`src/mic_pkg.sv`:
```
package mic_pkg;

    localparam int RAW_W     = 20;
    localparam int D_W       = 21;
    localparam int COEF_W    = 16;
    localparam int PROD_W    = D_W + COEF_W;
    localparam int ACC_W     = PROD_W + 2;
    localparam int CAL_W     = 22;
    localparam int ROW_W     = 3 * COEF_W;
    localparam int CFG_IDX_W = 3;
    localparam int AXES      = 3;

    localparam int CAL_MAX = (1 << (CAL_W - 1)) - 1;
    localparam int CAL_MIN = -(1 << (CAL_W - 1));

    typedef logic signed [RAW_W-1:0]  raw_t;
    typedef logic signed [D_W-1:0]    diff_t;
    typedef logic signed [COEF_W-1:0] coef_t;
    typedef logic signed [PROD_W-1:0] prod_t;
    typedef logic signed [ACC_W-1:0]  acc_t;
    typedef logic signed [CAL_W-1:0]  cal_t;
    typedef logic [ROW_W-1:0]         row_t;

    typedef enum logic [CFG_IDX_W-1:0] {
        REG_OFFSET_X     = 3'd0,
        REG_OFFSET_Y     = 3'd1,
        REG_OFFSET_Z     = 3'd2,
        REG_MATRIX_ROW_0 = 3'd3,
        REG_MATRIX_ROW_1 = 3'd4,
        REG_MATRIX_ROW_2 = 3'd5
    } cfg_reg_t;

    typedef struct packed {
        raw_t offset_x;
        raw_t offset_y;
        raw_t offset_z;
        row_t matrix_row_0;
        row_t matrix_row_1;
        row_t matrix_row_2;
    } cal_cfg_t;

    // -3.98, -5.29, 27.28 uT at 0.00625 uT per count
    localparam raw_t OFFSET_X_RST = 20'hFFD83;
    localparam raw_t OFFSET_Y_RST = 20'hFFCB2;
    localparam raw_t OFFSET_Z_RST = 20'h0110D;
    // Q2.14 diagonal 1.018, 0.978, 1.006 with symmetric off-diagonal terms
    localparam row_t ROW_0_RST = 48'd2117405983015;
    localparam row_t ROW_1_RST = 48'd563690929979;
    localparam row_t ROW_2_RST = 48'd70789659558380;

endpackage

```
`src/mic_cfg_regs.sv`:
```
module mic_cfg_regs (
    input  logic                              clk,
    input  logic                              rst_n,
    input  logic                              wr_en,
    input  logic [mic_pkg::CFG_IDX_W-1:0]     index,
    input  logic [mic_pkg::ROW_W-1:0]         data,
    output mic_pkg::cal_cfg_t                 cfg
);
    import mic_pkg::*;

    cal_cfg_t cfg_reg;
    cal_cfg_t cfg_next;

    always_comb
    begin
        cfg_next = cfg_reg;
        if (wr_en)
        begin
            unique case (index)
                REG_OFFSET_X:     cfg_next.offset_x     = data[RAW_W-1:0];
                REG_OFFSET_Y:     cfg_next.offset_y     = data[RAW_W-1:0];
                REG_OFFSET_Z:     cfg_next.offset_z     = data[RAW_W-1:0];
                REG_MATRIX_ROW_0: cfg_next.matrix_row_0 = data;
                REG_MATRIX_ROW_1: cfg_next.matrix_row_1 = data;
                REG_MATRIX_ROW_2: cfg_next.matrix_row_2 = data;
                default:          cfg_next = cfg_reg;
            endcase
        end
    end

    always_ff @(posedge clk or negedge rst_n)
    begin
        if (!rst_n)
        begin
            cfg_reg.offset_x     <= OFFSET_X_RST;
            cfg_reg.offset_y     <= OFFSET_Y_RST;
            cfg_reg.offset_z     <= OFFSET_Z_RST;
            cfg_reg.matrix_row_0 <= ROW_0_RST;
            cfg_reg.matrix_row_1 <= ROW_1_RST;
            cfg_reg.matrix_row_2 <= ROW_2_RST;
        end
        else
        begin
            cfg_reg <= cfg_next;
        end
    end

    assign cfg = cfg_reg;

    a_reset_values: assert property (@(posedge clk) disable iff (!rst_n)
        $rose(rst_n) |-> (cfg_reg.offset_x == OFFSET_X_RST &&
                          cfg_reg.offset_z == OFFSET_Z_RST &&
                          cfg_reg.matrix_row_2 == ROW_2_RST))
        else $error("config registers not at reset values after reset");

endmodule

```
`config.mk`:
```
export PLATFORM = sky130hd
export DESIGN_NAME = mic_cfg_regs
export DESIGN_NICKNAME = d
export VERILOG_FILES = /design/src/mic_pkg.sv /design/src/mic_cfg_regs.sv
export SDC_FILE = /design/constraint.sdc
export NUM_CORES = 1
export LEC_CHECK = 0
export ABC_AREA = 1
export ABC_CLOCK_PERIOD_IN_PS = 900
export BUFFER_PORTS_ARGS = -buffer_cell sky130_fd_sc_hd__buf_2
export CORE_MARGIN = 1.5
export CORE_UTILIZATION = 51
export CTS_CLUSTER_DIAMETER = 100
export DETAILED_ROUTE_END_ITERATION = 8
export HOLD_SLACK_MARGIN = 0.15
export PLACE_DENSITY_LB_ADDON = 0.3
export SLEW_MARGIN = 10
export SYNTH_ARGS = -nofsm -noshare
export SYNTH_HDL_FRONTEND = slang
export SYNTH_SLANG_ARGS = --single-unit
```
`constraint.sdc`:
```
create_clock -name clk -period 0.9 [get_ports clk]
set_clock_uncertainty 0.05 [all_clocks]
set_input_delay 0.27 -clock clk [delete_from_list [all_inputs] [get_ports clk]]
set_output_delay 0.27 -clock clk [all_outputs]
set_load 0.03 [all_outputs]
```
## Word level (Yosys, flattened, before mapping)

Cells that the tools add are included.

| cells by class | value |
|---|---|
| equality and inequality tests | 5 |
| reduce and logical (&&, ||, !) cells | 7 |

Operators with widths:

| kind | number |
|---|---|
| 2-bit AND reduction | 6 |
| 3-bit by 2-bit == test with 1-bit output, second input constant | 2 |
| 3-bit == test, second input constant | 2 |
| 3-bit by 1-bit == test with 1-bit output, second input constant | 1 |
| 3-bit zero test | 1 |

| storage, ports and cells | value |
|---|---|
| flip-flop bits (word level) | 204 |
| input bits | 54 |
| output and inout bits | 204 |

## Depth between registers and ports, before layout

| depth | value |
|---|---|
| depth after elaboration | 2 |
| mapped depth | 7 |

## Worst setup path after synthesis

OpenSTA, ideal clock, no wires.

| timing path | value |
|---|---|
| path type | input-to-reg |
| start | input wr_en |
| end | register cfg_reg (netlist bit cfg[128]) |
| setup time | 0.117 ns |
| arrival time | 0.989 ns |
| path slack | -0.255 ns |
| cell stages on the path | 7 |
| buffers on the path | 2 |
| cells stage by stage | inv_1 > nor2_4 > nand2_1 > buf_2 > buf_2 > nand2_1 > nand2_1 |

| between the ends | value |
|---|---|
| longest elaborated chain between the ends | 1 |

RTL lines:

| element | line | RTL |
|---|---|---|
| start, declared | mic_cfg_regs.sv:4 | `input logic wr_en,` |
| 2-bit AND reduction (no source line) | n/a |  |
| end signal, assigned | mic_cfg_regs.sv:44 | `cfg_reg <= cfg_next;` |
| end, declared | mic_cfg_regs.sv:11 | `cal_cfg_t cfg_reg;` |

No other way between the ends.
A chain may end at the register's enable or synchronous reset.

## Final worst setup path

| timing path | value |
|---|---|
| start | register cfg_reg (netlist bit cfg[6]) |
| end | output cfg[6] (netlist bit) |

RTL lines:

| element | line | RTL |
|---|---|---|
| end, declared | mic_cfg_regs.sv:7 | `output mic_pkg::cal_cfg_t cfg` |

No word-level cell between the ends.

==> impl_metrics.env <==
export IMPL_largest_reg_flops=204
export IMPL_start_util=0.524
export IMPL_violations="negative setup slack"
export IMPL_max_stage_delay_ns=0.58
export IMPL_synth_top_area_share=0.341
export IMPL_grt_max_degree=29
export IMPL_grt_pass1_vias=8566
export IMPL_preCtsSetupSlack_ns=-0.438
export IMPL_gp_congestion=0.833
export IMPL_tightest_slew_ns=0.289
export IMPL_synth_area_leaders="dfrtp_1 34%, dfstp_2 31%, nand2_1 24%"
export IMPL_drtIter0Drc=772
export IMPL_worstPathRequired_ns=0.58
export IMPL_avgRoutedWirePerCell_um=20.9
export IMPL_hpwl_mm=16.0
export IMPL_clkTransAtPathRegs_ns=0.06
export IMPL_io_buffers=257
export IMPL_htreeDepth=1
export IMPL_gr_total_overflow=0
export IMPL_numClockSinks=204
export IMPL_slew_violations=0
export IMPL_ir_worst_vdd_v=0.00181
export IMPL_clock_root_buffer="clkbuf_16"
export IMPL_max_freq_mhz=652
export IMPL_die_width_um=128
export IMPL_die_area_um2=16400
export IMPL_ant_nets=0
export IMPL_track_usage=0.357
export IMPL_routed_wl_mm=32.1
export IMPL_ys_flop_type="dfrtp_1"
export IMPL_syn_area_per_cell_um2=8.97
export IMPL_antenna_found_initial=0
export IMPL_relSlewSlack=0.808
export IMPL_synth_top_area_cell="dfrtp_1"
export IMPL_rsz0062_at_grt="yes"
export IMPL_ys_warnings_count=0
export IMPL_hold_worst_slack_ns=0.265
export IMPL_route_vias_total=8607
export IMPL_status="finished, violations left"
export IMPL_area_growth_pct=66.5
export IMPL_dr_pass1_iters=6
export IMPL_cp_top_family="flip-flops"
export IMPL_synth_fp_nets=945
export IMPL_ys_types=13
export IMPL_criticalPathCategory="reg2out"
export IMPL_cap_violations=0
export IMPL_viasPerCell=5.61
export IMPL_power_density_nw_per_um2=2590
export IMPL_synthMostInstantiatedCell="nand2_1"
export IMPL_fin_util=0.872
export IMPL_cts_max_path_buffers=3
export IMPL_path_cells="buf_6"
export IMPL_p_leak_nw=6.99
export IMPL_finalWorstSetupSlack_ns=-0.633
export IMPL_multiInputGateArea_um2=2610
export IMPL_cts_buffers=21
export IMPL_hp_class="in2async"
export IMPL_antennaDiodeCount=0
export IMPL_clock_latency_ns=0.49
export IMPL_syn_cell_area_um2=7990
export IMPL_slowest_stage="dfstp_2"
export IMPL_nFillCells=676
export IMPL_worstSetupEndpointType="output port"
export IMPL_ys_ff_latch=204
export IMPL_setup_viol=222
export IMPL_setup_tns_ns=-106.31
export IMPL_rows=45
export IMPL_die_h_um=128
export IMPL_synthTopCellsByCount="514 x nand2_1, 109 x dfrtp_1, 108 x nand3_1"
export IMPL_drcViolationCount=0
export IMPL_yosysSeqAreaShare=0.654
export IMPL_cts_tree="done"
export IMPL_synthCells=891
export IMPL_synthArstFlopShare=1.00
export IMPL_crit_arrival_ns=1.21
export IMPL_path_buf_inv=1
export IMPL_ios=258
export IMPL_min_period_over_period=1.70
export IMPL_drive_above_1_share=0.421
export IMPL_final_nets=1364
export IMPL_seq_area_um2=5220
export IMPL_core_area_um2=15300
export IMPL_cp_max_fo=2
export IMPL_finalHoldViolations=0
export IMPL_startpoint_type="flip-flop"
export IMPL_grt_first_pass_wirelength_mm=45.3
export IMPL_synth_edf_count=0
export IMPL_fin_crit_ns=1.53
-- placed cells by master (no fill, tap or decap), drive strengths merged --
cell type    instances
nand2              514
buf                395
dfrtp              109
nand3              108
dfstp               95
dlygate4sd3         49
clkbuf              36
nor2                 6
inv                  6
bufinv               3
clkinv               2
clkinvlp             1
-- path summary, 6_finish.rpt --
| kind | start | endpoint | slack [ns] | cells after the start |
|---|---|---|---|---|
| setup reg to reg | cfg[137] | cfg[137] | -0.11 | 4 |
| max in group asynchronous | rst_n | cfg[197] | 0.02 | 3 |
| min in group clk | index[1] | cfg[201] | 0.27 | 5 |
| hold / removal | rst_n | cfg[27] | 0.26 | 2 |
| setup / recovery | cfg[6] | cfg[6] | -0.63 | 1 |
| hold reg to reg | cfg[169] | cfg[169] | 0.42 | 2 |
-- worst register-to-register path, delay by kind of cell (launching register included) --
family / cells / cell delay, ns
flops: 1 / 0.42
buf+inv: 2 / 0.28
simple gates: 2 / 0.14
-- repair_timing --
action / CTS / global route
setup endpoints to repair: 204 / 228
gates resized for setup: 408 / 27
hold buffers: 49 / 0
hold endpoints to repair: 408 / 0
gates cloned: 0 / 2
pin swaps: 0 / 8
setup buffers: 38 / 53
-- cell type report --
cell class	instances	share of cell area
flip-flops and latches	204	0.393
repair buffers	449	0.332
multi-input cells	628	0.196
clock buffers	31	0.0476
well taps	211	0.0198
clock inverters	6	0.00809
inverters	6	0.00301
-- stage by stage --
| step | cells | total power [mW] | area [um^2] |
|---|---|---|---|
| 6_report | 1535 | 34.5 | 13300 |
| 3_5_place_dp | 1361 | 20.7 | 10000 |
| 2_1_floorplan | 891 | 17.7 | 8170 |
| 4_1_cts | 1485 | 33.1 | 12800 |
| 3_3_place_gp | 1361 | 20.5 | 10000 |
| 5_1_grt | 1535 | 35.6 | 13300 |
-- cells by family (layout without fill, tap and decap cells) --
| group | Yosys count | after routing | synth area share |
|---|---|---|---|
| DFF | 204 | 204 | 0.654 |
| and+or+nand+nor | 628 | 628 | 0.314 |
| buffers and inverters | 59 | 492 | 0.0326 |
-- routing by layer --
metal | share of wire | GRT usage
met4 | 0.056 | 0.187
met5 | 0 | 0
met3 | 0.11 | 0.0893
met2 | 0.48 | 0.596
met1 | 0.35 | 0.429
-- report_power, final --
group | leakage (nW) | internal [mW] | switching, mW
Clock | 0.363 | 5.72 | 3.67
Sequential | 2.37 | 11.5 | 1.54
Combinational | 4.26 | 5.26 | 6.79
Power figures use the tool's default switching activity.
