### config.mk
export PLATFORM = sky130hd
export DESIGN_NAME = mic_sat_flat
export DESIGN_NICKNAME = d
export VERILOG_FILES = /design/src/mic_pkg.sv /design/src/mic_if.sv /design/src/mic_sat.sv /design/src/flat_wrapper.sv
export SDC_FILE = /design/constraint.sdc
export NUM_CORES = 1
export LEC_CHECK = 0
export ABC_AREA = 1
export BUFFER_PORTS_ARGS = -buffer_cell sky130_fd_sc_hd__buf_2
export CAP_MARGIN = 20
export CORE_UTILIZATION = 45
export DETAILED_ROUTE_END_ITERATION = 8
export GPL_TIMING_DRIVEN = 1
export PLACE_DENSITY = 0.81
export SLEW_MARGIN = 15
export SYNTH_ARGS = -nofsm -noshare
export SYNTH_HDL_FRONTEND = slang
export SYNTH_SLANG_ARGS = --single-unit
### constraint.sdc
create_clock -name clk -period 10.9 [get_ports clk]
set_clock_uncertainty 0.1 [all_clocks]
set_input_delay 1.09 -clock clk [delete_from_list [all_inputs] [get_ports clk]]
set_output_delay 1.09 -clock clk [all_outputs]
set_load 0.01 [all_outputs]
### src/mic_pkg.sv
package mic_pkg;

    localparam int RAW_W     = 20;
    localparam int D_W       = 21;
    localparam int COEF_W    = 16;
    localparam int PROD_W    = D_W + COEF_W;
    localparam int ACC_W     = PROD_W + 2;
    localparam int CAL_W     = 22;
    localparam int ROW_W     = 3 * COEF_W;
    localparam int CFG_IDX_W = 3;
    localparam int AXES      = 3;

    localparam int CAL_MAX = (1 << (CAL_W - 1)) - 1;
    localparam int CAL_MIN = -(1 << (CAL_W - 1));

    typedef logic signed [RAW_W-1:0]  raw_t;
    typedef logic signed [D_W-1:0]    diff_t;
    typedef logic signed [COEF_W-1:0] coef_t;
    typedef logic signed [PROD_W-1:0] prod_t;
    typedef logic signed [ACC_W-1:0]  acc_t;
    typedef logic signed [CAL_W-1:0]  cal_t;
    typedef logic [ROW_W-1:0]         row_t;

    typedef enum logic [CFG_IDX_W-1:0] {
        REG_OFFSET_X     = 3'd0,
        REG_OFFSET_Y     = 3'd1,
        REG_OFFSET_Z     = 3'd2,
        REG_MATRIX_ROW_0 = 3'd3,
        REG_MATRIX_ROW_1 = 3'd4,
        REG_MATRIX_ROW_2 = 3'd5
    } cfg_reg_t;

    typedef struct packed {
        raw_t offset_x;
        raw_t offset_y;
        raw_t offset_z;
        row_t matrix_row_0;
        row_t matrix_row_1;
        row_t matrix_row_2;
    } cal_cfg_t;

    // -3.98, -5.29, 27.28 uT at 0.00625 uT per count
    localparam raw_t OFFSET_X_RST = 20'hFFD83;
    localparam raw_t OFFSET_Y_RST = 20'hFFCB2;
    localparam raw_t OFFSET_Z_RST = 20'h0110D;
    // Q2.14 diagonal 1.018, 0.978, 1.006 with symmetric off-diagonal terms
    localparam row_t ROW_0_RST = 48'd2117405983015;
    localparam row_t ROW_1_RST = 48'd563690929979;
    localparam row_t ROW_2_RST = 48'd70789659558380;

endpackage

### src/mic_if.sv


interface mic_result_if;
    logic          valid;
    logic          ready;
    mic_pkg::raw_t raw_x;
    mic_pkg::raw_t raw_y;
    mic_pkg::raw_t raw_z;
    mic_pkg::cal_t cal_x;
    mic_pkg::cal_t cal_y;
    mic_pkg::cal_t cal_z;
    logic          saturated;

    modport source (
        output valid, raw_x, raw_y, raw_z, cal_x, cal_y, cal_z, saturated,
        input  ready
    );
    modport sink (
        input  valid, raw_x, raw_y, raw_z, cal_x, cal_y, cal_z, saturated,
        output ready
    );
endinterface

### src/mic_sat.sv
module mic_sat #(
    parameter int COEF_FRAC_BITS = 14
) (
    input  logic                clk,
    input  logic                rst_n,
    input  logic                in_valid,
    output logic                in_ready,
    input  mic_pkg::raw_t       in_raw [mic_pkg::AXES],
    input  mic_pkg::acc_t       in_acc [mic_pkg::AXES],
    mic_result_if.source        result
);
    import mic_pkg::*;

    localparam acc_t BIAS    = acc_t'((1 << COEF_FRAC_BITS) - 1);
    localparam acc_t SAT_MAX = acc_t'(CAL_MAX);
    localparam acc_t SAT_MIN = acc_t'(CAL_MIN);

    logic valid_reg;
    raw_t raw_reg [AXES];
    cal_t cal_reg [AXES];
    cal_t cal_next [AXES];
    logic sat_reg;
    logic sat_next;
    acc_t biased [AXES];
    acc_t quot [AXES];

    assign in_ready = !valid_reg || result.ready;

    // truncation toward zero: bias negative sums before the arithmetic shift
    always_comb
    begin
        sat_next = 1'b0;
        for (int a = 0; a < AXES; a++)
        begin
            biased[a] = in_acc[a] + (in_acc[a][ACC_W-1] ? BIAS : '0);
            quot[a]   = biased[a] >>> COEF_FRAC_BITS;
            if (quot[a] > SAT_MAX)
            begin
                cal_next[a] = cal_t'(SAT_MAX);
                sat_next    = 1'b1;
            end
            else if (quot[a] < SAT_MIN)
            begin
                cal_next[a] = cal_t'(SAT_MIN);
                sat_next    = 1'b1;
            end
            else
            begin
                cal_next[a] = quot[a][CAL_W-1:0];
            end
        end
    end

    always_ff @(posedge clk or negedge rst_n)
    begin
        if (!rst_n)
        begin
            valid_reg <= 1'b0;
        end
        else if (in_ready)
        begin
            valid_reg <= in_valid;
        end
    end

    always_ff @(posedge clk)
    begin
        if (in_valid && in_ready)
        begin
            raw_reg <= in_raw;
            cal_reg <= cal_next;
            sat_reg <= sat_next;
        end
    end

    assign result.valid     = valid_reg;
    assign result.raw_x     = raw_reg[0];
    assign result.raw_y     = raw_reg[1];
    assign result.raw_z     = raw_reg[2];
    assign result.cal_x     = cal_reg[0];
    assign result.cal_y     = cal_reg[1];
    assign result.cal_z     = cal_reg[2];
    assign result.saturated = sat_reg;

    a_sat_on_rail: assert property (@(posedge clk) disable iff (!rst_n)
        (valid_reg && sat_reg) |->
            (cal_reg[0] == cal_t'(SAT_MAX) || cal_reg[0] == cal_t'(SAT_MIN) ||
             cal_reg[1] == cal_t'(SAT_MAX) || cal_reg[1] == cal_t'(SAT_MIN) ||
             cal_reg[2] == cal_t'(SAT_MAX) || cal_reg[2] == cal_t'(SAT_MIN)))
        else $error("saturated flag set with no axis on a rail");

    a_rail_flags: assert property (@(posedge clk) disable iff (!rst_n)
        (in_valid && in_ready && quot[0] > SAT_MAX) |=> (valid_reg && sat_reg))
        else $error("x overflow not flagged");

endmodule

### src/flat_wrapper.sv
// flat-port wrapper written by rule: the top's interface ports become plain ports
module mic_sat_flat import mic_pkg::*;
#(
    parameter int COEF_FRAC_BITS = 14
)
  (clk, rst_n, in_valid, in_ready, in_raw, in_acc, result_valid, result_raw_x, result_raw_y, result_raw_z, result_cal_x, result_cal_y, result_cal_z, result_saturated, result_ready);
  mic_result_if result_i ();
  input  logic clk;
  input  logic rst_n;
  input  logic in_valid;
  output logic in_ready;
  input  mic_pkg::raw_t in_raw[mic_pkg::AXES];
  input  mic_pkg::acc_t in_acc[mic_pkg::AXES];
  output wire logic [$bits(result_i.valid)-1:0] result_valid;
  output wire logic [$bits(result_i.raw_x)-1:0] result_raw_x;
  output wire logic [$bits(result_i.raw_y)-1:0] result_raw_y;
  output wire logic [$bits(result_i.raw_z)-1:0] result_raw_z;
  output wire logic [$bits(result_i.cal_x)-1:0] result_cal_x;
  output wire logic [$bits(result_i.cal_y)-1:0] result_cal_y;
  output wire logic [$bits(result_i.cal_z)-1:0] result_cal_z;
  output wire logic [$bits(result_i.saturated)-1:0] result_saturated;
  input wire logic [$bits(result_i.ready)-1:0] result_ready;
  assign result_valid = result_i.valid;
  assign result_raw_x = result_i.raw_x;
  assign result_raw_y = result_i.raw_y;
  assign result_raw_z = result_i.raw_z;
  assign result_cal_x = result_i.cal_x;
  assign result_cal_y = result_i.cal_y;
  assign result_cal_z = result_i.cal_z;
  assign result_saturated = result_i.saturated;
  assign result_i.ready = result_ready;
  mic_sat #(.COEF_FRAC_BITS(COEF_FRAC_BITS)) u_core (.clk(clk), .rst_n(rst_n), .in_valid(in_valid), .in_ready(in_ready), .in_raw(in_raw), .in_acc(in_acc), .result(result_i));
endmodule
# After elaboration in Yosys (flattened, before gate mapping)
# Cells that the tools add are included.
[totals]
ff_bits = 128
elab_cells = 28
[classes]
n_addsub = 3
order_cmp = 6
muxes = 7
reduce_logical = 4
[ops]
columns = ["op", "count"]
rows = [
  ["adder 39 x 14 -> 39 bit", 3],
  ["greater-than comparator 25 x 22 -> 1 bit, second input constant", 3],
  ["less-than comparator 25 x 22 -> 1 bit, second input constant", 3],
  ["two-way mux 22 bit", 3],
  ["two-way mux 14 bit", 3],
  ["OR reduction 5 bit", 1],
  ["logical AND 1 bit", 1],
  ["zero test 1 bit", 1],
  ["logical OR 1 bit", 1],
  ["two-way mux 1 bit", 1],
]

# Longest topological paths before layout
[depth]
word_depth = 4
mapped_depth = 19
depth_no_buf = 19

# Worst setup path before layout
# Ideal clock, no wire load.
[synth_timing]
path_kind = "input-to-reg"
from = "input in_valid"
to = "register u_core.cal_reg, in the netlist u_core.result.cal_x[0], enable pin"
setup_ps = 655
arrival_ps = 7247
required_ps = 10145
path_slack_ps = 2898
stages = 2
path_buffers = 0
cell_sequence = "inv_1 -> a21oi_1"
[synth_between]
elab_chain_cells = 1
[synth_lines]
columns = ["item", "line_no", "text"]
rows = [
  ["from (decl)", "flat_wrapper.sv:10", "input logic in_valid;"],
  ["logical AND 1 bit", "mic_sat.sv:68", "if (in_valid && in_ready)"],
  ["to (signal assigned)", "mic_sat.sv:71", "cal_reg <= cal_next;"],
  ["to (decl)", "mic_sat.sv:20", "cal_t cal_reg [AXES];"],
]
# Every way passes these cells.
# A chain may end at the register's enable or synchronous reset.

# Final worst setup path
[layout_timing]
from = "input in_acc[77] in the netlist's numbering"
to = "register u_core.sat_reg (netlist: u_core.result.saturated), data pin"
[layout_between]
elab_chain_cells = 4
[layout_lines]
columns = ["item", "line_no", "text"]
rows = [
  ["from (decl)", "flat_wrapper.sv:13", "input mic_pkg::acc_t in_acc[mic_pkg::AXES];"],
  ["two-way mux 14 bit", "mic_sat.sv:35", "biased[a] = in_acc[a] + (in_acc[a][ACC_W-1] ? BIAS : '0);"],
  ["adder 39 x 14 -> 39 bit (*)", "mic_sat.sv:35", ""],
  ["less-than comparator 25 x 22 -> 1 bit / greater-than comparator 25 x 22 -> 1 bit (equally long branches)", "mic_sat.sv:42, mic_sat.sv:37", ""],
  ["OR reduction 5 bit (no line) (*)", "n/a", ""],
  ["to (signal assigned)", "mic_sat.sv:72", "sat_reg <= sat_next;"],
  ["to (decl)", "mic_sat.sv:22", "logic sat_reg;"],
]
# Mark *: on every way between the ends. The rest lies on a longest branch, timed or not.

==> impl_metrics.yaml <==
cts:
  cts_tree: "built"
  post_cts_buffers: 0
  clock_sinks: 128
  clk_pin_slew_ns: 0.06
  cts_root_buf: "clkbuf_16"
  post_cts_resize_count: 0
  htreeDepth: 4
  clk_path_buf_depth: 2
  hold_buffers: 0
  numCtsBuffers: 17
  clk_latency_ns: 0.41
timing:
  finalMaxSlewViolations: 0
  rsz0062_at_grt: "false"
  max_freq_mhz: 263
  final-setup-viol-count: 0
  post-route-min-period_ns: 3.81
  holdWs_ns: 0.343
  hold_viol_final: 0
  slew_headroom_pct: 27.8
  fin_crit_sh_pct: 34.9
  worst_pin_slew_ns: 1.08
  tns_ns: 0
die:
  die_area_mm2: 0.0188
  ios: 310
  core_mm2: 0.0175
  die_h_um: 137
  fp.dieW_um: 137
  rows: 48
  start_util_pct: 46.7
synth:
  syn_area_per_cell_um2: 7.90
  ys_warn_count: 0
  async_reset_ff_share_pct: 0.781
  synth-seq-cells: 128
  syn_inst: 1037
  syn_area_mm2: 0.00820
  synth_flop_cell: "edfxtp_1"
  synth-seq-area-share_pct: 46.8
  synth_fp_nets: 1257
  yosysUniqueCellTypes: 42
  synth_edf_count: 127
critical_path:
  crit_path_start_kind: "primary input"
  critPathMaxFanout: 22
  critPathCaptureType: "flip-flop"
  timing.rr.start: "u_core.result.valid"
  regToRegSetupSlack_ns: 8.95
  worstSetupPathType: "in2reg"
  crit_required_ns: 10.97
  crit_path_start: "in_acc[77]"
  crit_arrival_ns: 3.88
routing:
  vias: 8159
  avgRoutedWirePerCell_um: 15.5
  drt-pass1-iter-count: 5
  wl_mm: 24.6
  viasPerCell: 5.12
  ant_nets: 0
  drt_iter0_markers: 564
  drc: 0
final_layout:
  final_area_mm2: 0.0106
  area_delta_synth_final_pct: 28.8
  nets: 1574
  drive_gt1_share_pct: 27.8
  utilization_pct: 60.2
  fin_cells: 1593
place:
  hpwl_mm: 19.8
  placed_area_mm2: 0.00995
  place_congestion: 0.948
  dp_cells: 1560
  io_buffer_count: 309
pwr:
  seq_power_share_pct: 41.8
  p_sw_w: 0.000407
  switching_share_pct: 29.0
  clock_power_share_pct: 40.5
  leakagePower_nw: 5.27
  peakVddDrop_mv: 0.123
  cell_internal_pwr_w: 0.000997
  p_comb_share_pct: 17.7
  power.density_mw_per_mm2: 133
global_route:
  track_usage_pct: 26.1
  gr-total-overflow: 0
  grt_pass1_wl_mm: 37.3
  antenna_found_initial: 1
  grt_max_degree: 87
  grt_pass1_vias: 7603
run:
  maxCapViolCount: 0
run_status:
  status: "completed"
hold_path:
  min_path_type: "in2async"
==> worst paths after layout <==
| kind | end | cells after the start |
|---|---|---|
| setup / recovery | u_core.result.saturated | 16 |
| hold / removal | u_core.result.valid | 1 |
| setup reg to reg | u_core.result.raw_x[13] | 2 |
| hold reg to reg | u_core.result.valid | 2 |
| max in group asynchronous | u_core.result.valid | 1 |
| min in group clk | u_core.result.valid | 2 |
==> per-stage QoR <==
step	worst slack (ns)	power (W)
after floorplan	2.90	0.000744
after global placement	6.78	0.000838
after detailed placement	6.70	0.000844
after CTS	7.14	0.00141
after global routing	6.79	0.00147
final	7.09	0.00140
==> cells in the mapped netlist, types with 2 or more instances <==
cell type	instances	share of area, %
nand2_1	375	17
nand4_1	24	1.8
o21ai_1	3	0.18
nand3b_1	8	0.73
a21oi_1	36	2.2
xor2_1	4	0.43
nor4_1	4	0.31
buf_4	2	0.18
nand2_2	10	0.76
a31oi_1	3	0.23
nor2_1	114	5.2
nand3_2	3	0.37
nor3_1	16	0.98
nor3_2	4	0.49
edfxtp_1	127	47
o21a_1	2	0.18
buf_2	7	0.43
inv_2	2	0.092
buf_6	4	0.55
inv_1	124	5.7
clkinv_1	2	0.092
nor2_4	2	0.27
a21o_1	5	0.46
or2_2	5	0.38
nor2_2	4	0.31
o21ai_0	7	0.43
nand3_1	81	4.9
ha_1	39	6.0
o21bai_1	7	0.64
==> cell type report <==
cell class	instances	area, um2
sequential	128	3840
clock inverter	15	174
multi-input combinational	768	3790
antenna	1	2.50
inverter	128	480
clock buffer	17	425
tap	225	282
fill	1603	6980
timing repair buffer	311	1560
==> worst max-delay path, stage by stage <==
cell and delay [ns]:
buf_2 0.29, ha_1 0.33, nand2_1 0.13, inv_1 0.07, a21oi_1 0.23, nand3_1 0.15, nand2_1 0.12, nand2_2 0.14
nand3_1 0.11, nand2_1 0.07, inv_1 0.05, nand3_1 0.06, nand2_1 0.59, nand2_1 0.22, nor2_1 0.17, nand2_1 0.06
==> power groups by stage <==
stage | Clock [W] | Combinational, W | Sequential (W)
CTS | 0.000576 | 0.000248 | 0.000587
finish | 0.000568 | 0.000248 | 0.000587
detailed placement | 0 | 0.000246 | 0.000598
global placement | 0 | 0.000242 | 0.000596
floorplan | 0 | 0.000126 | 0.000619
global route | 0.000600 | 0.000278 | 0.000590
==> cells in the final DEF, fill, tap and decap left out, drive strengths merged, types with 2 or more instances in the layout <==
cell type / count
xor2: 4
inv: 134
or2: 5
clkinvlp: 3
ha: 39
nand3: 84
nor4: 5
edfxtp: 127
nand3b: 8
a21o: 5
o21ai: 11
clkinv: 5
nand2: 385
clkbuf: 17
a21oi: 37
a31oi: 3
o21a: 2
nor3: 21
nand4: 25
buf: 311
xnor2: 2
o21bai: 7
nor2: 120
==> routing by layer <==
metal  share of wire [%]  global-route usage, %  vias to the layer above
li1                    -                      -                     4068
met1                  40                   31.1                     3689
met2                  49                   44.5                      354
met3                 8.1                   6.44                       48
met4                 3.0                   11.6                        0
met5                   0                      0                        -
==> logic make-up after synthesis <==
logic type	Yosys count	share of synthesized area, %
flops	128	46.8
fa+ha+maj	39	5.95
buf+inv	141	7.02
xor+xnor	6	0.733
compound gates	68	4.90
simple gates	655	34.5
(Power assumes the default switching activity.)
