### config.mk
export PLATFORM = sky130hd
export DESIGN_NAME = mic_front_flat
export DESIGN_NICKNAME = d
export VERILOG_FILES = /design/src/mic_pkg.sv /design/src/mic_if.sv /design/src/mic_front.sv /design/src/flat_wrapper.sv
export SDC_FILE = /design/constraint.sdc
export NUM_CORES = 1
export LEC_CHECK = 0
export BUFFER_PORTS_ARGS = -buffer_cell sky130_fd_sc_hd__clkbuf_2
export CAP_MARGIN = 10
export CORE_AREA = 2 2 160 162
export DETAILED_ROUTE_END_ITERATION = 7
export DIE_AREA = 0 0 162 164
export GPL_ROUTABILITY_DRIVEN = 0
export GPL_TIMING_DRIVEN = 0
export HOLD_SLACK_MARGIN = 0.15
export PLACE_DENSITY_LB_ADDON = 0.3
export SYNTH_ARGS = -nofsm -noshare
export SYNTH_HDL_FRONTEND = slang
export SYNTH_SLANG_ARGS = --single-unit
### constraint.sdc
create_clock -name clk -period 5.9 [get_ports clk]
set_clock_uncertainty 0.1 [all_clocks]
set_input_delay 0.885 -clock clk [delete_from_list [all_inputs] [get_ports clk]]
set_output_delay 0.885 -clock clk [all_outputs]
set_load 0.1 [all_outputs]
### src/mic_pkg.sv
package mic_pkg;

    localparam int RAW_W     = 20;
    localparam int D_W       = 21;
    localparam int COEF_W    = 16;
    localparam int PROD_W    = D_W + COEF_W;
    localparam int ACC_W     = PROD_W + 2;
    localparam int CAL_W     = 22;
    localparam int ROW_W     = 3 * COEF_W;
    localparam int CFG_IDX_W = 3;
    localparam int AXES      = 3;

    localparam int CAL_MAX = (1 << (CAL_W - 1)) - 1;
    localparam int CAL_MIN = -(1 << (CAL_W - 1));

    typedef logic signed [RAW_W-1:0]  raw_t;
    typedef logic signed [D_W-1:0]    diff_t;
    typedef logic signed [COEF_W-1:0] coef_t;
    typedef logic signed [PROD_W-1:0] prod_t;
    typedef logic signed [ACC_W-1:0]  acc_t;
    typedef logic signed [CAL_W-1:0]  cal_t;
    typedef logic [ROW_W-1:0]         row_t;

    typedef enum logic [CFG_IDX_W-1:0] {
        REG_OFFSET_X     = 3'd0,
        REG_OFFSET_Y     = 3'd1,
        REG_OFFSET_Z     = 3'd2,
        REG_MATRIX_ROW_0 = 3'd3,
        REG_MATRIX_ROW_1 = 3'd4,
        REG_MATRIX_ROW_2 = 3'd5
    } cfg_reg_t;

    typedef struct packed {
        raw_t offset_x;
        raw_t offset_y;
        raw_t offset_z;
        row_t matrix_row_0;
        row_t matrix_row_1;
        row_t matrix_row_2;
    } cal_cfg_t;

    // -3.98, -5.29, 27.28 uT at 0.00625 uT per count
    localparam raw_t OFFSET_X_RST = 20'hFFD83;
    localparam raw_t OFFSET_Y_RST = 20'hFFCB2;
    localparam raw_t OFFSET_Z_RST = 20'h0110D;
    // Q2.14 diagonal 1.018, 0.978, 1.006 with symmetric off-diagonal terms
    localparam row_t ROW_0_RST = 48'd2117405983015;
    localparam row_t ROW_1_RST = 48'd563690929979;
    localparam row_t ROW_2_RST = 48'd70789659558380;

endpackage

### src/mic_if.sv
interface mic_sample_if;
    logic       valid;
    logic       ready;
    logic [7:0] x_high;
    logic [7:0] x_mid;
    logic [7:0] y_high;
    logic [7:0] y_mid;
    logic [7:0] z_high;
    logic [7:0] z_mid;
    logic [7:0] x_low_byte;
    logic [7:0] y_low_byte;
    logic [7:0] z_low_byte;

    modport source (
        output valid, x_high, x_mid, y_high, y_mid, z_high, z_mid,
               x_low_byte, y_low_byte, z_low_byte,
        input  ready
    );
    modport sink (
        input  valid, x_high, x_mid, y_high, y_mid, z_high, z_mid,
               x_low_byte, y_low_byte, z_low_byte,
        output ready
    );
endinterface


### src/mic_front.sv
module mic_front (
    input  logic                clk,
    input  logic                rst_n,
    mic_sample_if.sink          sample,
    input  mic_pkg::cal_cfg_t   cfg,
    output logic                out_valid,
    input  logic                out_ready,
    output mic_pkg::raw_t       raw [mic_pkg::AXES],
    output mic_pkg::diff_t      diff [mic_pkg::AXES]
);
    import mic_pkg::*;

    logic  valid_reg;
    raw_t  raw_reg  [AXES];
    diff_t diff_reg [AXES];
    raw_t  raw_next [AXES];
    raw_t  offs     [AXES];
    diff_t diff_next [AXES];
    logic  take;

    assign sample.ready = !valid_reg || out_ready;
    assign take = sample.valid && sample.ready;

    // subtracting midscale 2^19 from a 20-bit value flips the top bit
    assign raw_next[0] = {~sample.x_high[7], sample.x_high[6:0], sample.x_mid,
                          sample.x_low_byte[7:4]};
    assign raw_next[1] = {~sample.y_high[7], sample.y_high[6:0], sample.y_mid,
                          sample.y_low_byte[7:4]};
    assign raw_next[2] = {~sample.z_high[7], sample.z_high[6:0], sample.z_mid,
                          sample.z_low_byte[7:4]};

    assign offs[0] = cfg.offset_x;
    assign offs[1] = cfg.offset_y;
    assign offs[2] = cfg.offset_z;

    always_comb
    begin
        for (int a = 0; a < AXES; a++)
        begin
            diff_next[a] = diff_t'(raw_next[a]) - diff_t'(offs[a]);
        end
    end

    always_ff @(posedge clk or negedge rst_n)
    begin
        if (!rst_n)
        begin
            valid_reg <= 1'b0;
        end
        else if (sample.ready)
        begin
            valid_reg <= sample.valid;
        end
    end

    always_ff @(posedge clk)
    begin
        if (take)
        begin
            raw_reg  <= raw_next;
            diff_reg <= diff_next;
        end
    end

    assign out_valid = valid_reg;
    assign raw  = raw_reg;
    assign diff = diff_reg;

endmodule

### src/flat_wrapper.sv
// flat-port wrapper written by rule: the top's interface ports become plain ports
module mic_front_flat import mic_pkg::*;
  (clk, rst_n, cfg, out_valid, out_ready, raw, diff, sample_valid, sample_x_high, sample_x_mid, sample_y_high, sample_y_mid, sample_z_high, sample_z_mid, sample_x_low_byte, sample_y_low_byte, sample_z_low_byte, sample_ready);
  mic_sample_if sample_i ();
  input  logic clk;
  input  logic rst_n;
  input  mic_pkg::cal_cfg_t cfg;
  output logic out_valid;
  input  logic out_ready;
  output mic_pkg::raw_t raw[mic_pkg::AXES];
  output mic_pkg::diff_t diff[mic_pkg::AXES];
  input wire logic [$bits(sample_i.valid)-1:0] sample_valid;
  input wire logic [$bits(sample_i.x_high)-1:0] sample_x_high;
  input wire logic [$bits(sample_i.x_mid)-1:0] sample_x_mid;
  input wire logic [$bits(sample_i.y_high)-1:0] sample_y_high;
  input wire logic [$bits(sample_i.y_mid)-1:0] sample_y_mid;
  input wire logic [$bits(sample_i.z_high)-1:0] sample_z_high;
  input wire logic [$bits(sample_i.z_mid)-1:0] sample_z_mid;
  input wire logic [$bits(sample_i.x_low_byte)-1:0] sample_x_low_byte;
  input wire logic [$bits(sample_i.y_low_byte)-1:0] sample_y_low_byte;
  input wire logic [$bits(sample_i.z_low_byte)-1:0] sample_z_low_byte;
  output wire logic [$bits(sample_i.ready)-1:0] sample_ready;
  assign sample_i.valid = sample_valid;
  assign sample_i.x_high = sample_x_high;
  assign sample_i.x_mid = sample_x_mid;
  assign sample_i.y_high = sample_y_high;
  assign sample_i.y_mid = sample_y_mid;
  assign sample_i.z_high = sample_z_high;
  assign sample_i.z_mid = sample_z_mid;
  assign sample_i.x_low_byte = sample_x_low_byte;
  assign sample_i.y_low_byte = sample_y_low_byte;
  assign sample_i.z_low_byte = sample_z_low_byte;
  assign sample_ready = sample_i.ready;
  mic_front u_core (.clk(clk), .rst_n(rst_n), .sample(sample_i), .cfg(cfg), .out_valid(out_valid), .out_ready(out_ready), .raw(raw), .diff(diff));
endmodule
## After elaboration in Yosys (flattened, before gate mapping)

Cells that the tools add are included.

| storage, ports and cells | value |
|---|---|
| flip-flop bits (word level) | 124 |
| bits in latches | 0 |
| memory bits (writable) | 0 |
| bits in read-only memories | 0 |
| input port bits | 280 |
| output and inout port bits | 125 |
| logic and storage cells | 16 |
| memories kept | 0 |

| operators by class | value |
|---|---|
| $add $sub $neg | 3 |
| multiply operators | 0 |
| div/mod/pow operators | 0 |
| magnitude comparators | 0 |
| equal/unequal tests | 0 |
| shifts and indexed selects | 0 |
| muxes and demuxes | 0 |
| bitwise logic cells | 3 |
| reductions and logical operators | 3 |

Operator list:

| kind | number |
|---|---|
| subtractor 20 x 20 -> 21 bit | 3 |
| inverter 1 bit | 3 |
| logical AND 1 bit | 1 |
| logical NOT 1 bit | 1 |
| logical OR 1 bit | 1 |

## Depth between registers and ports, before layout

Gate-level depths: netlist of the first run.

| depth | value |
|---|---|
| depth in word-level cells | 3 |
| depth in mapped cells | 9 |
| mapped depth without buffers | 9 |

## Worst setup path after synthesis of the first run

OpenSTA, ideal clock, no wires.

| timing path | value |
|---|---|
| path type | input to register |
| start | in out_ready |
| end | reg u_core.diff_reg (netlist bit u_core.diff[0]), enable pin |
| setup time | 0.496 ns |
| arrival | 4.630 ns |
| required time | 5.304 ns |
| path slack | 0.674 ns |
| cell stages on the path | 2 |
| buffers on the path | 0 |
| cells stage by stage | nand2b_1 -> and2_1 |

| on the way | value |
|---|---|
| cells in the longest elaborated chain, start to end | 2 |

Ends and longest elaborated chain:

| element | line | text |
|---|---|---|
| from (decl) | flat_wrapper.sv:9 | `input logic out_ready;` |
| logical OR 1 bit | mic_front.sv:21 | `assign sample.ready = !valid_reg \|\| out_ready;` |
| logical AND 1 bit | mic_front.sv:22 | `assign take = sample.valid && sample.ready;` |
| via u_core.take | mic_front.sv:19 | `logic take;` |
| to (signal assigned) | mic_front.sv:61 | `diff_reg <= diff_next;` |
| to (decl) | mic_front.sv:15 | `diff_t diff_reg [AXES];` |

The timed path passes the listed nets, and every way through them passes these cells.
A chain may end at the register's enable or synchronous reset.

==> key figures, run 1 <==
Timing
  • Max Transition Viols Final: 0
  • Min Tclk post-route: 3.19 ns
  • Final setup fails: 0
  • Final hold violations: 0
  • Slew headroom: 51.5%
  • Fin crit share: 54.0%
  • Worst-margin pin slew: 0.709 ns
  • Maximum clock rate: 314 MHz
  • RSZ-0062 raised after global routing: false

Critical path
  • Maximum fanout along the worst path: 3
  • CP startpoint: sample_x_low_byte[4]
  • CP Launch Type: input pin
  • Crit. End Element: flop
  • WP data required: 5.96 ns
  • WP data arrival: 3.24 ns
  • Setup CP Type: in -> reg
  • RR Startpoint: u_core.out_valid
  • R2R cell count: 3
  • FF-to-FF setup slack: 4.29 ns
  • Reg2reg end: u_core.diff[40]

Yosys
  • Syn Std Cell Area: 7090 µm²
  • EDFF count, synth: 123
  • Unique masters post-synth: 57
  • Synth Register Bits: 124
  • Yosys warns: 0
  • Mapped Nets: 985
  • Register area share after synthesis: 52.5%
  • Post-Syn Instances: 642
  • Synth Flop Type: edfxtp_1
  • Mapped Avg Cell Area: 11.0 µm²
  • Async S/R FF share, synth: 0.806%

Finish
  • Most frequent cells in the layout: clkbuf_2, edfxtp_1, inv_1
  • Share of layout cells above drive strength 1: 31.4%
  • Commonest non-fill, non-tap cell in the layout: clkbuf_2
  • Fin area: 9420 µm²
  • Area Overhead vs Synth: 32.9%
  • Fill cells: 2540
  • Final net count: 1255
  • Finished Layout Cells: 1256
  • Max reg flops: 63

Global routing
  • Total gr overflow: 0
  • Vias in the first global route: 5682
  • First-pass GRT wire length: 29100 µm
  • Largest net degree at the start of global routing: 63
  • Initial antenna violation count: 3
  • All-Layer GR Usage: 14.1%

Place
  • Final HPWL DP: 15000 µm
  • Placed Area: 8800 µm²
  • Buffers on Ports: 248
  • Placed insts: 1222

Clock tree
  • Num CTS Buffers: 17
  • Clock sink count: 124
  • Clk slew on worst S/H paths: 0.06 ns
  • TritonCTS clock tree: done
  • Post-cts gate resize count: 0
  • Worst-Skew Late Latency: 0.41 ns
  • Worst-case clock buffer depth: 2
  • CTS root buffer: clkbuf_16
  • H-tree levels: 4

Power and ir drop
  • Internal: 2.00 mW
  • Leak Pwr: 4.25 nW
  • P_sw: 1.21 mW
  • Comb power frac: 31.8%
  • Flop pwr share: 33.9%
  • Pwr Density: 342 nW/µm²
  • Sw Share: 37.7%
  • Total design power: 3.22 mW
  • Clock power frac: 34.4%
  • Maximum vdd drop: 156 µV

Drt
  • Routed len/inst: 15.1 µm
  • Antenna-violating nets left: 0
  • Initial DRC Count: 276
  • Pre-antenna DRT Iters: 4
  • Routed WL: 18900 µm
  • Routed vias: 5763
  • DRC: 0
  • Via density per instance: 4.59

Floorplan
  • CORE AREA: 24800 µm²
  • Top-level port count: 405
  • Die W: 162 µm
  • Initial Utilization: 28.6%
  • Die Y: 164 µm
  • Die Area: 26600 µm²
  • Core Rows: 58

Status
  • Status: finished clean

Min path
  • WHS Path Cells: 2
  • Hold path endpoint: u_core.out_valid
  • Min-delay src: u_core.out_valid
  • Worst min path class: reg -> reg

Job
  • Max-cap violation count: 0
==> power groups by stage <==
stage | combinational [mW] | clock (mW) | sequential (mW)
after floorplan | 0.314 | 0 | 1.62
after global placement | 1.01 | 0 | 1.12
after detailed placement | 1.02 | 0 | 1.11
after CTS | 1.03 | 1.14 | 1.09
after global routing | 1.09 | 1.17 | 1.10
final | 1.02 | 1.11 | 1.09
==> what timing repair did <==
item,CTS,global route
buffers inserted,0,0
hold buffers,1,0
endpoints found under the hold margin,1,0
==> critical path, cell delays in order <==
cell and delay [ns]:
clkbuf_2 0.09, inv_1 0.05, ha_1 0.22, fa_1 0.40, nand2b_1 0.19, a211o_1 0.32, a21oi_1 0.34, o211ai_1 0.20
or3_1 0.42, o311a_1 0.12
==> how the worst max path moves through the flow <==
stage | end | slack, ns | cells past startpoint
floorplan | u_core.diff[0] | 0.67 | 2
finish | u_core.diff[60] | 2.71 | 10
detailed placement | u_core.diff[60] | 2.34 | 10
global route | u_core.diff[60] | 2.67 | 10
CTS | u_core.diff[60] | 2.78 | 10
global placement | u_core.raw[37] | -0.13 | 3
==> routing by layer <==
metal	up-vias	global-route usage [%]	wire [µm]
met1	2609	18.7	8760
met3	33	3.84	1420
met2	232	22.0	8300
met5	-	0	13
met4	2	5.63	451
li1	2887	-	-
==> area by class of cell <==
cell class	count	area [µm²]	area share [%]
flip-flops and latches	124	3720	39.5
multi-input cells	422	3010	32.0
repair buffers	251	1310	13.9
clock buffers	19	433	4.60
well taps	330	413	4.38
inverters	84	315	3.35
clock inverters	13	174	1.85
plain buffers	12	46.3	0.491
diodes	1	2.50	0.0266
==> metrics by stage <==
step	hold WS (ns)	util [%]	TNS [ns]	setup slack (ns)
after floorplan	0.489	-	0	0.674
after global placement	0.410	35.2	-14.54	-0.131
after detailed placement	0.439	35.5	0	2.34
after CTS	0.457	37.9	0	2.78
after global routing	0.502	37.9	0	2.67
final	0.456	38.0	0	2.71
==> synth_stat cells (all sizes together), types with 2 or more instances <==
master,n,area (µm²)
a2111oi,3,32.5
a211o,2,17.5
a211oi,8,65.1
a21boi,4,30.0
a21o,11,82.6
a21oi,49,245
a31oi,11,83.8
a41oi,3,26.3
and2,6,37.5
and3,2,12.5
clkbuf,11,41.3
edfxtp,123,3690
fa,3,60.1
ha,60,751
inv,84,315
nand2,46,178
nand2b,14,87.6
nand3,14,70.1
nand3b,2,15.0
nand4,5,31.3
nor2,42,160
nor2b,4,25.0
nor3,10,50.1
nor3b,2,15.0
nor4,3,18.8
o2111ai,5,43.8
o211ai,7,57.6
o21a,14,105
o21ai,24,120
o21bai,3,22.5
o22ai,4,25.0
o31ai,3,22.5
o41ai,2,25.0
or3,3,18.8
xnor2,32,280
xor2,10,87.6
==> kinds of logic after synthesis <==
group | share of synthesized area [%]
buffers and inverters | 5.10
flip-flops | 52.5
XOR/XNOR | 5.19
AO/OA/AOI/OAI | 15.2
adder cells (fa/ha/maj) | 11.4
AND/OR/NAND/NOR | 10.6
No activity file was read; power rests on OpenSTA's default activity.
==> inputs of run 2 (changes only) <==
- CORE_AREA: 2 2 160 162 -> 2 2 156 158
- DIE_AREA: 0 0 162 164 -> 0 0 158 160
- clock period: 5.9 -> 2.7 ns (I/O delays scaled with it)
==> run 2 against run 1 <==
Effect of this change:
- via count up 3.7%
- flip-flop and latch count unchanged
- register-to-register slack worse by 3.6 ns
- core utilization up 4.3 points
- critical endpoint unchanged
==> key figures, run 2 (synthesis results as in run 1) <==
Drt
  • Antenna-violating nets left: 0 (unchanged)
  • DRC: 0 (unchanged)
  • Via density per instance: 4.58 (-0.10%)
  • Pre-antenna DRT Iters: 4 (unchanged)
  • Routed len/inst: 15.1 µm (+0.25%)
  • Initial DRC Count: 298 (+8.0%)
  • Routed WL: 19700 µm (+4.1%)
  • Routed vias: 5977 (+3.7%)

Timing
  • Slew headroom: 45.2% (-6.3 points)
  • Final setup fails: 0 (unchanged)
  • Maximum clock rate: 381 MHz
  • Max Transition Viols Final: 0 (unchanged)
  • Final setup TNS: 0 ns (unchanged)
  • RSZ-0062 raised after global routing: true
  • Final hold violations: 0 (unchanged)
  • Worst-margin pin slew: 0.823 ns (+0.114 ns)
  • Fin crit share: 97.3%
  • Worst Slack Setup Final: 0.0719 ns (-2.64 ns)
  • Min Tclk post-route: 2.63 ns

Clock tree
  • CTS root buffer: clkbuf_16
  • TritonCTS clock tree: done
  • Clk slew on worst S/H paths: 0.06 ns (about the same)
  • H-tree levels: 4 (unchanged)
  • Worst-case clock buffer depth: 2 (unchanged)
  • Num CTS Buffers: 17 (unchanged)
  • Clock sink count: 124 (unchanged)
  • Worst-Skew Late Latency: 0.41 ns (about the same)

Finish
  • Most frequent cells in the layout: clkbuf_2, edfxtp_1, inv_1
  • Max reg flops: 63 (unchanged)
  • Final net count: 1309 (+4.3%)
  • Share of layout cells above drive strength 1: 31.9% (+0.52 points)
  • Fin area: 10100 µm² (+6.9%)
  • Post-layout util: 42.3% (+4.3 points)
  • Area Overhead vs Synth: 42.1%
  • Commonest non-fill, non-tap cell in the layout: clkbuf_2

Floorplan
  • Core Rows: 57 (-1.7%)
  • Die W: 158 µm (-2.5%)
  • Die Y: 160 µm (-2.4%)
  • CORE AREA: 23800 µm² (-4.0%)
  • Top-level port count: 405 (unchanged)
  • Die Area: 25300 µm² (-4.8%)
  • Initial Utilization: 29.8% (+1.2 points)

Global routing
  • Total gr overflow: 0 (unchanged)
  • Vias in the first global route: 5875 (+3.4%)
  • Initial antenna violation count: 1 (-2)
  • All-Layer GR Usage: 15.3% (+1.2 points)
  • First-pass GRT wire length: 30100 µm (+3.6%)
  • Largest net degree at the start of global routing: 68 (+7.9%)

Critical path
  • Critical path's slowest cell: dlygate4sd3_1
  • Buf+Inv Stages, Crit Path: 2 (unchanged)
  • FF-to-FF setup slack: 0.65 ns (-3.64 ns)
  • WP data arrival: 2.68 ns (-0.56 ns)
  • Top delay family on crit path: compound AO/OA/AOI/OAI gates
  • CP Launch Type: input pin
  • Cell Chain, Critical Path: dlygate4sd3_1, clkbuf_2, ha_4, nand2_1, a211o_1, a21oi_4, o211ai_1, or3_1, o311a_1
  • RR Startpoint: u_core.out_valid
  • Slowest cell delay on critical path: 0.54 ns (+0.12 ns)
  • R2R cell count: 3 (unchanged)
  • Setup CP Type: in -> reg
  • Reg2reg end: u_core.raw[32]
  • WP data required: 2.76 ns (-3.20 ns)
  • Maximum fanout along the worst path: 4 (+1)
  • Crit. End Element: flop

Power and ir drop
  • Leak Pwr: 4.47 nW (+5.2%)
  • Maximum vdd drop: 352 µV (+130%)
  • Pwr Density: 688 nW/µm² (+100%)

Min path
  • WHS Path Cells: 3 (+1)
  • Worst min path class: in -> reg
  • Hold path endpoint: u_core.out_valid
  • Min-delay src: out_ready

Status
  • Status: finished clean

Place
  • Buffers on Ports: 248 (unchanged)
  • Final HPWL DP: 14900 µm (-0.67%)
  • Worst slack, placed: -0.341 ns (-2.68 ns)
  • Placed Area: 8770 µm² (-0.30%)

Job
  • Max-cap violation count: 0 (unchanged)
[run 2: changes by cell type in the layout (fill, tap and decap cells not counted), moves of 3 or more]
cell / delta
a21oi_1: -6
ha_1: -6
a21oi_2: +5
clkbuf_1: -3
dlygate4sd3_1: +58
ha_4: +4
o21ai_1: +3
o21ai_0: -3
[run 2: tightest hold or removal path, delay by kind of cell]
family / cells / cell delay (ns)
buffers and inverters: 1 / 0.08
and+or+nand+nor: 2 / 0.17
[run 2: through the flow]
step                std cells  hold slack (ns)  power [mW]
floorplan                 642          0.00941        4.21
global placement         1214           0.0827        4.64
detailed placement       1215           0.0849        4.65
CTS                      1307            0.154        6.95
global route             1303            0.157        7.23
finish                   1304            0.172        6.93
[run 2: layout make-up]
| class | count | area [µm²] |
|---|---|---|
| sequential | 124 | 3720 |
| tap | 324 | 405 |
| clock buffer | 20 | 437 |
| inverter | 84 | 315 |
| timing repair buffer | 309 | 1880 |
| fill | 2308 | 13700 |
| multi-input combinational | 422 | 3160 |
| clock inverter | 12 | 124 |
| antenna | 1 | 2.50 |
| buffer | 8 | 31.3 |
[run 2: what timing repair did]
action,4_1_cts,5_1_grt
endpoints found under the hold margin,60,0
resized for setup,0,30
setup endpoints to repair,0,17
buffers inserted,0,2
hold buffers,60,0
[run 2: routing by layer]
layer	part of all wire (%)	global-route usage (%)
met2	46	25.0
met1	45	19.7
met3	8.1	3.91
met5	0	0
met4	1.5	5.36
[run 2: worst max path at each step]
stage / start / endpoint / slack, ns / depth (start not counted)
after floorplan: sample_y_low_byte[4] / u_core.diff[39] / 0.06 / 9
after global placement: sample_x_low_byte[4] / u_core.diff[60] / -0.32 / 10
after detailed placement: sample_x_low_byte[4] / u_core.diff[60] / -0.34 / 10
after CTS: sample_x_mid[7] / u_core.diff[60] / 0.01 / 9
after global routing: sample_z_mid[4] / u_core.diff[20] / -0.02 / 9
final: sample_x_mid[0] / u_core.diff[60] / 0.07 / 9
[run 2: power by group]
| part | leakage [nW] | switching, mW | total, mW | internal, mW |
|---|---|---|---|---|
| registers | 1.18 | 0.0422 | 2.39 | 2.34 |
| clock network | 0.267 | 0.852 | 2.20 | 1.35 |
| logic | 3.02 | 1.77 | 2.34 | 0.574 |
